### config.mk
export PLATFORM = sky130hd
export DESIGN_NAME = pre_front
export DESIGN_NICKNAME = d
export VERILOG_FILES = /design/src/rtl/pre_pkg.sv /design/src/rtl/pre_front.sv
export SDC_FILE = /design/constraint.sdc
export NUM_CORES = 1
export LEC_CHECK = 0
export ABC_AREA = 1
export BUFFER_PORTS_ARGS = -buffer_cell sky130_fd_sc_hd__buf_4
export CORE_ASPECT_RATIO = 0.75
export CORE_MARGIN = 10
export CORE_UTILIZATION = 30
export CTS_CLUSTER_SIZE = 25
export DETAILED_ROUTE_END_ITERATION = 7
export SLEW_MARGIN = 20
export SYNTH_ARGS = -nofsm -noshare
export SYNTH_HDL_FRONTEND = slang
export SYNTH_SLANG_ARGS = --single-unit
export TNS_END_PERCENT = 1
### constraint.sdc
create_clock -name aclk -period 24.4 [get_ports aclk]
set_input_delay 4.88 -clock aclk [delete_from_list [all_inputs] [get_ports aclk]]
set_output_delay 4.88 -clock aclk [all_outputs]
set_load 0.01 [all_outputs]
### src/rtl/pre_pkg.sv
package pre_pkg;

    localparam int COORD_W_DEF = 32;
    localparam int COUNT_W_DEF = 16;
    localparam int SUM_W       = 48;
    localparam int NUM_REGS    = 6;
    localparam int IDX_W       = 3;

    // register indexes
    localparam logic [IDX_W-1:0] REG_R0L = 3'd0;
    localparam logic [IDX_W-1:0] REG_R0R = 3'd1;
    localparam logic [IDX_W-1:0] REG_R1L = 3'd2;
    localparam logic [IDX_W-1:0] REG_R1R = 3'd3;
    localparam logic [IDX_W-1:0] REG_R2L = 3'd4;
    localparam logic [IDX_W-1:0] REG_R2R = 3'd5;

    // item passed from front to back
    typedef struct packed {
        logic signed [31:0] world_x;
        logic signed [31:0] world_y;
        logic signed [31:0] world_z;
        logic signed [31:0] observed_x;
        logic signed [31:0] observed_y;
        logic               has_observed;
        logic               last_point;
    } pre_item_t;

endpackage

### src/rtl/pre_front.sv
// Input side: config registers and a two-entry item queue.
module pre_front (
    input  logic                      aclk,
    input  logic                      aresetn,
    input  logic                      cfg_valid,
    output logic                      cfg_ready,
    input  logic [pre_pkg::IDX_W-1:0] cfg_index,
    input  logic [63:0]               cfg_data,
    input  logic                      in_valid,
    output logic                      in_ready,
    input  pre_pkg::pre_item_t        in_item,
    output logic                      q_valid,
    input  logic                      q_ready,
    output pre_pkg::pre_item_t        q_item,
    output logic [63:0]               regs_out [pre_pkg::NUM_REGS]
);
    import pre_pkg::*;

    logic [63:0] regs_reg [NUM_REGS];
    pre_item_t   buf_reg [2];
    logic        wp_reg, rp_reg;
    logic [1:0]  cnt_reg;

    assign cfg_ready = 1'b1;
    assign regs_out  = regs_reg;
    assign in_ready  = cnt_reg != 2'd2;
    assign q_valid   = cnt_reg != 2'd0;
    assign q_item    = buf_reg[rp_reg];

    // config writes, unknown index ignored
    always_ff @(posedge aclk) begin
        if (!aresetn) begin
            for (int i = 0; i < NUM_REGS; i++) regs_reg[i] <= '0;
        end else if (cfg_valid) begin
            unique case (cfg_index)
                REG_R0L: regs_reg[0] <= cfg_data;
                REG_R0R: regs_reg[1] <= cfg_data;
                REG_R1L: regs_reg[2] <= cfg_data;
                REG_R1R: regs_reg[3] <= cfg_data;
                REG_R2L: regs_reg[4] <= cfg_data;
                REG_R2R: regs_reg[5] <= cfg_data;
                default: ;
            endcase
        end
    end

    // queue
    always_ff @(posedge aclk) begin
        if (in_valid && in_ready) buf_reg[wp_reg] <= in_item;
        if (!aresetn) begin
            wp_reg <= 1'b0; rp_reg <= 1'b0; cnt_reg <= '0;
        end else begin
            if (in_valid && in_ready) wp_reg <= ~wp_reg;
            if (q_valid && q_ready) rp_reg <= ~rp_reg;
            cnt_reg <= cnt_reg + 2'((in_valid && in_ready) ? 1 : 0)
                               - 2'((q_valid && q_ready) ? 1 : 0);
        end
    end
endmodule

==> results of run 1 <==
## critical path: cells and delay by family (launching register included)
| family | cells | cell delay (ns) |
|---|---|---|
| buffers and inverters | 3 | 1.65 |
| flip-flops | 1 | 0.59 |
| multiplexers | 1 | 0.43 |
## metrics by stage
| step | area (um2) | utilization (%) | worst slack [ns] | cells |
|---|---|---|---|---|
| after global placement | 32660 | 38.14 | 16.77 | 4271 |
| after CTS | 35130 | 41.02 | 16.04 | 4406 |
| after global routing | 35130 | 41.02 | 15.89 | 4406 |
| after detailed placement | 32660 | 38.14 | 16.73 | 4271 |
| after floorplan | 25860 | - | 11.94 | 2476 |
| final | 35140 | 41.03 | 16.12 | 4409 |
## final cells by class
type / instances / area, um2
fill: 8288 / 50510
timing repair buffer: 797 / 6028
multi-input combinational: 1478 / 7148
sequential: 713 / 17520
tap: 1140 / 1426
clock inverter: 30 / 319.1
antenna: 3 / 7.507
clock buffer: 105 / 2150
inverter: 143 / 536.8
## logic make-up after synthesis
| logic type | synth area share (%) |
|---|---|
| other cells | 0.01450 |
| compound gates | 4.974 |
| xor+xnor | 0.03387 |
| simple gates | 15.34 |
| mux | 7.054 |
| fa+ha+maj | 0.04838 |
| buf+inv | 4.795 |
| flops | 67.74 |
## power breakdown
part	leakage (nW)	internal, mW	total, mW	switching [mW]
registers	6.19	1.37	1.41	0.0400
clock network	1.21	0.663	1.14	0.479
logic	7.47	0.260	0.545	0.284
## layer usage
metal  vias to the layer above  global-route usage [%]  share of wire [%]
met1                      9054                   20.19                 40
met2                       691                   27.86                 47
met4                         4                   4.913                2.5
met5                         -                       0              0.020
met3                       116                   7.371                 10
li1                       9477                       -                  -
## cell usage in the layout (no fill, tap or decap), types with 11 or more instances in the layout
cell type and n:
dfxtp_1 388, o21ai_0 256, buf_4 793, clkbuf_16 77
inv_1 139, clkbuf_8 11, nand2_1 268, nor2_1 778
clkbuf_1 15, mux2_2 162, edfxtp_1 324, clkinv_2 11
## worst max-delay path by stage
stage | start | to | depth (start not counted)
floorplan | in_valid | buf_reg[1][0] | 2
global placement | flip-flop | q_item[79] | 4
detailed placement | flip-flop | q_item[79] | 4
CTS | flip-flop | q_item[10] | 4
global route | flip-flop | q_item[79] | 4
finish | flip-flop | q_item[55] | 4
==> flow_summary.ini, run 1 <==
[outcome]
status = finished clean

[place]
io_buffers = 781
post-dp-hpwl_mm = 62.05
gp_congestion = 0.8001

[worst_setup_path]
crit_top_cell = buf_4
crit_required_ns = 19.52
reg2reg_to = buf_reg[1][54]
path_class = reg2out
r2r_slack_ns = 21.89
crit_slowest_cell = buf_4
r2r-start = cnt_reg[0]
crit_arrival_ns = 3.40
path_cells = buf_4, buf_4, mux2_2, buf_4
worstRegToRegCells = 5
worst_setup_path_end_kind = primary output
slowest_delay_ns = 0.86
startpoint_type = flip-flop
worstPathMaxFanout = 82

[detailed_routing]
dr.pass1.iters = 5
avgRoutedWirePerCell_um = 20.09
drtIter0Drc = 1541
post-route-drc-count = 0
wirelength_mm = 88.57
detail-route-antenna-nets = 0
via_count = 19342
viasPerCell = 4.387

[clock_network]
cts.sinks = 713
insertion_delay_ns = 0.61
holdBufCountCts = 0
htreeDepth = 3
cts_resized = 0
cts_tree = yes
cts_buffer_depth = 3
cts_root_buf = clkbuf_16
cts_inserted_buffers = 75
cts.clk_slew.worst_paths_ns = 0.06
post-cts-setup-buffer-count = 0

[hold_path]
hold-path-endpoint = regs_out[221]
holdPathStages = 2
min-delay-start = regs_out[221]
hold_path_class = reg2reg

[synth]
ys.warnings.count = 0
ys_seq_area_share_pct = 67.74
ys_async_sr_fraction_pct = 0
synth-edff-count = 324
ys_ff_latch = 713
yosysMostFrequentCell = nor2_1
synth_fp_nets = 2711
synth_top_area_share_pct = 37.62
avgSynthCellArea_um2 = 10.44
ys_top_cells_by_count = nor2_1 (781), dfxtp_1 (389), edfxtp_1 (324)
synth_area_leaders = edfxtp_1 (38%), dfxtp_1 (30%), nor2_1 (11%), mux2_2 (7.1%), o21ai_0 (5.0%)
synth_top_area_cell = edfxtp_1
syn_inst = 2476
synthFlopType = dfxtp_1
ys_types = 17
netlist_area_mm2 = 0.02586

[sta]
setup_viol = 0
rsz0062_at_grt = false
skew_ns = 0.01170
max_clock_freq_ghz = 0.1207
slew_viol_final = 0
final.min_clock_period_ns = 8.282
tns_ns = 0
maxSlewHeadroom_pct = 26.17
hold_viol_final = 0
holdWs_ns = 0.4799
fin_crit_sh_pct = 33.94
worst_pin_slew_ns = 1.107

[global_routing]
antenna_found_initial = 5
grt.overflow.total = 0
grt_pass1_wl_mm = 127.1
first_global_vias = 18626
track_usage_pct = 17.02
grt_max_degree = 219

[floorplan]
start_util_pct = 30.20
die_h_um = 274.3
die_width_um = 359.0
die_area_mm2 = 0.09846
num_rows = 93
boundaryPins = 783
core_area_mm2 = 0.08564

[power_and_ir_drop]
cellPowerDensity_mw_per_mm2 = 88.05
ir_worst_vdd_uv = 55.65
power_mw = 3.094
leakage_nw = 14.87

[final_layout]
drive_gt1_share_pct = 33.34
area_delta_synth_final_pct = 35.87
fin_nets = 3443
largest_reg_flops = 384

[flow_run]
cap_viol_max_count = 0
No activity file was read; power rests on OpenSTA's default activity.
==> run 2: changes to the inputs <==
Settings changed: ABC_AREA 1 to 0.
Clock period 24.4 ns to 6.9 ns, I/O delays scaled along.
==> run 2 against run 1 <==
Worst setup slack worse by 13 ns. Non-clock buffer count is 5 higher. Clock-buffer cell count is 1 lower. Wire length is 0.24% lower. Sequential power grew to 3.4 times the previous value. Critical path depth is 1 lower. Highest routed layer unchanged. Clock skew is 0.0051 ns higher. Die area is 2.1% lower. Sequential cell count stayed put. Design area is 1.9% lower.
==> flow_summary.ini, run 2 <==
[outcome]
status = finished clean

[synth]
synth_area_leaders = edfxtp_1 (38%), dfxtp_1 (31%), nand2_1 (11%), a21oi_1 (7.6%), mux2_2 (7.2%)
syn_inst = 2214
ys_async_sr_fraction_pct = 0
synthFlopType = dfxtp_1
ys_types = 36
avgSynthCellArea_um2 = 11.42
netlist_area_mm2 = 0.02528
ys_top_cells_by_count = nand2_1 (769), dfxtp_1 (389), a21oi_1 (385)
ys_seq_area_share_pct = 69.30
ys.warnings.count = 0
synth-edff-count = 324
synth_top_area_share_pct = 38.49
ys_ff_latch = 713
synth_fp_nets = 2449
yosysMostFrequentCell = nand2_1
synth_top_area_cell = edfxtp_1

[worst_setup_path]
crit_arrival_ns = 2.59
startpoint_type = flip-flop
worstRegToRegCells = 4
path_class = reg2out
r2r_slack_ns = 4.32
crit_required_ns = 5.52
worst_setup_path_end_kind = primary output
worstPathMaxFanout = 128

[detailed_routing]
detail-route-antenna-nets = 0
dr.pass1.iters = 7
wirelength_mm = 88.36
avgRoutedWirePerCell_um = 21.38
via_count = 19000
drtIter0Drc = 1303
post-route-drc-count = 0
viasPerCell = 4.598

[flow_run]
cap_viol_max_count = 0

[power_and_ir_drop]
ir_worst_vdd_uv = 218.7
clkPwrFrac_pct = 38.4
leakage_nw = 13.12
cellPowerDensity_mw_per_mm2 = 299.5
comb_power_share_pct = 15.1
p_int_mw = 7.725
seqPwrFrac_pct = 46.4
sw_frac_of_total_pct = 25.18
switchingPower_mw = 2.600

[place]
post-dp-hpwl_mm = 61.52
io_buffers = 781
dpl_worst_slack_ns = 3.487
gp_congestion = 0.7958

[floorplan]
num_rows = 92
die_area_mm2 = 0.09639
die_h_um = 271.4
boundaryPins = 783
start_util_pct = 30.16
die_width_um = 355.2
core_area_mm2 = 0.08380

[final_layout]
final_cell_mix = buf_4 (798), nand2_1 (769), dfxtp_1 (388)
area_delta_synth_final_pct = 36.39
final_common_cell = buf_4
fin_nets = 3179
largest_reg_flops = 384
drive_gt1_share_pct = 36.46

[clock_network]
cts.sinks = 713
cts_inserted_buffers = 75
cts.clk_slew.worst_paths_ns = 0.06
insertion_delay_ns = 0.62
cts_buffer_depth = 3
htreeDepth = 3
cts_root_buf = clkbuf_16
cts_resized = 0
post-cts-setup-buffer-count = 0
holdBufCountCts = 0
cts_tree = yes

[sta]
hold_viol_final = 0
fin_crit_sh_pct = 57.60
tns_ns = 0
rsz0062_at_grt = false
max_clock_freq_ghz = 0.2516
worst_pin_slew_ns = 1.018
skew_ns = 0.01678
final.min_clock_period_ns = 3.974
setup_slack_ns = 2.926
maxSlewHeadroom_pct = 32.13
slew_viol_final = 0
setup_viol = 0

[global_routing]
grt_max_degree = 154
track_usage_pct = 17.25
grt.overflow.total = 0
antenna_found_initial = 12
first_global_vias = 18615
grt_pass1_wl_mm = 125.9

[hold_path]
holdPathStages = 2
hold_path_class = reg2reg
[run 2: layer usage]
layer | global-route usage, % | vias up | part of all wire (%)
met5 | 0 | - | 0.066
met4 | 5.095 | 8 | 2.7
met3 | 7.903 | 125 | 12
met2 | 27.94 | 751 | 47
met1 | 20.35 | 9136 | 39
li1 | - | 8980 | -
[run 2: kinds of logic after synthesis]
group                      after synthesis  share of synthesized area, %
buffers and inverters                  151                         3.371
AOI/OAI and AO/OA                      391                         7.806
and+or+nand+nor                        793                         12.17
adders and majority gates                1                       0.04949
DFF                                    713                         69.30
other                                    1                       0.01484
xor gates and xnor gates                 1                       0.03465
muxes                                  163                         7.256
[run 2: final timing paths]
| path | start | end |
|---|---|---|
| hold reg to reg | regs_out[297] | regs_out[297] |
| setup / recovery | flip-flop | q_item[95] |
| hold / removal | regs_out[297] | regs_out[297] |
| setup reg to reg | cnt_reg[0] | buf_reg[0][160] |
[run 2: final cells by class]
cell class,instances,area [um2]
well taps,1128,1411
multi-input cells,1350,6998
inverters,2,20.02
flip-flops and latches,713,17520
repair buffers,802,6078
diodes,6,15.01
clock buffers,104,2157
fillers,8075,49320
clock inverters,27,275.3
[run 2: stage by stage]
stage | cells | hold WS [ns] | instance area (um2) | total power, mW | utilization [%]
2_1_floorplan | 2214 | 0.4725 | 25280 | 5.651 | -
3_3_place_gp | 3994 | 0.4419 | 32000 | 6.459 | 38.19
3_5_place_dp | 3995 | 0.4466 | 32030 | 6.471 | 38.22
4_1_cts | 4126 | 0.4545 | 34460 | 10.45 | 41.12
5_1_grt | 4128 | 0.4674 | 34470 | 10.73 | 41.13
6_report | 4132 | 0.4532 | 34480 | 10.32 | 41.14
[run 2: worst max-delay path, cell delays in order (launching register included)]
cell and delay, ns:
dfxtp_4 0.66, buf_12 0.49, mux2_2 0.43, buf_4 0.15
[run 2: power groups by stage]
stage	sequential (mW)	combinational, mW	clock [mW]
3_3_place_gp	4.89	1.57	0
5_1_grt	4.82	1.67	4.23
4_1_cts	4.80	1.59	4.07
3_5_place_dp	4.89	1.58	0
6_report	4.80	1.56	3.97
2_1_floorplan	4.89	0.759	0
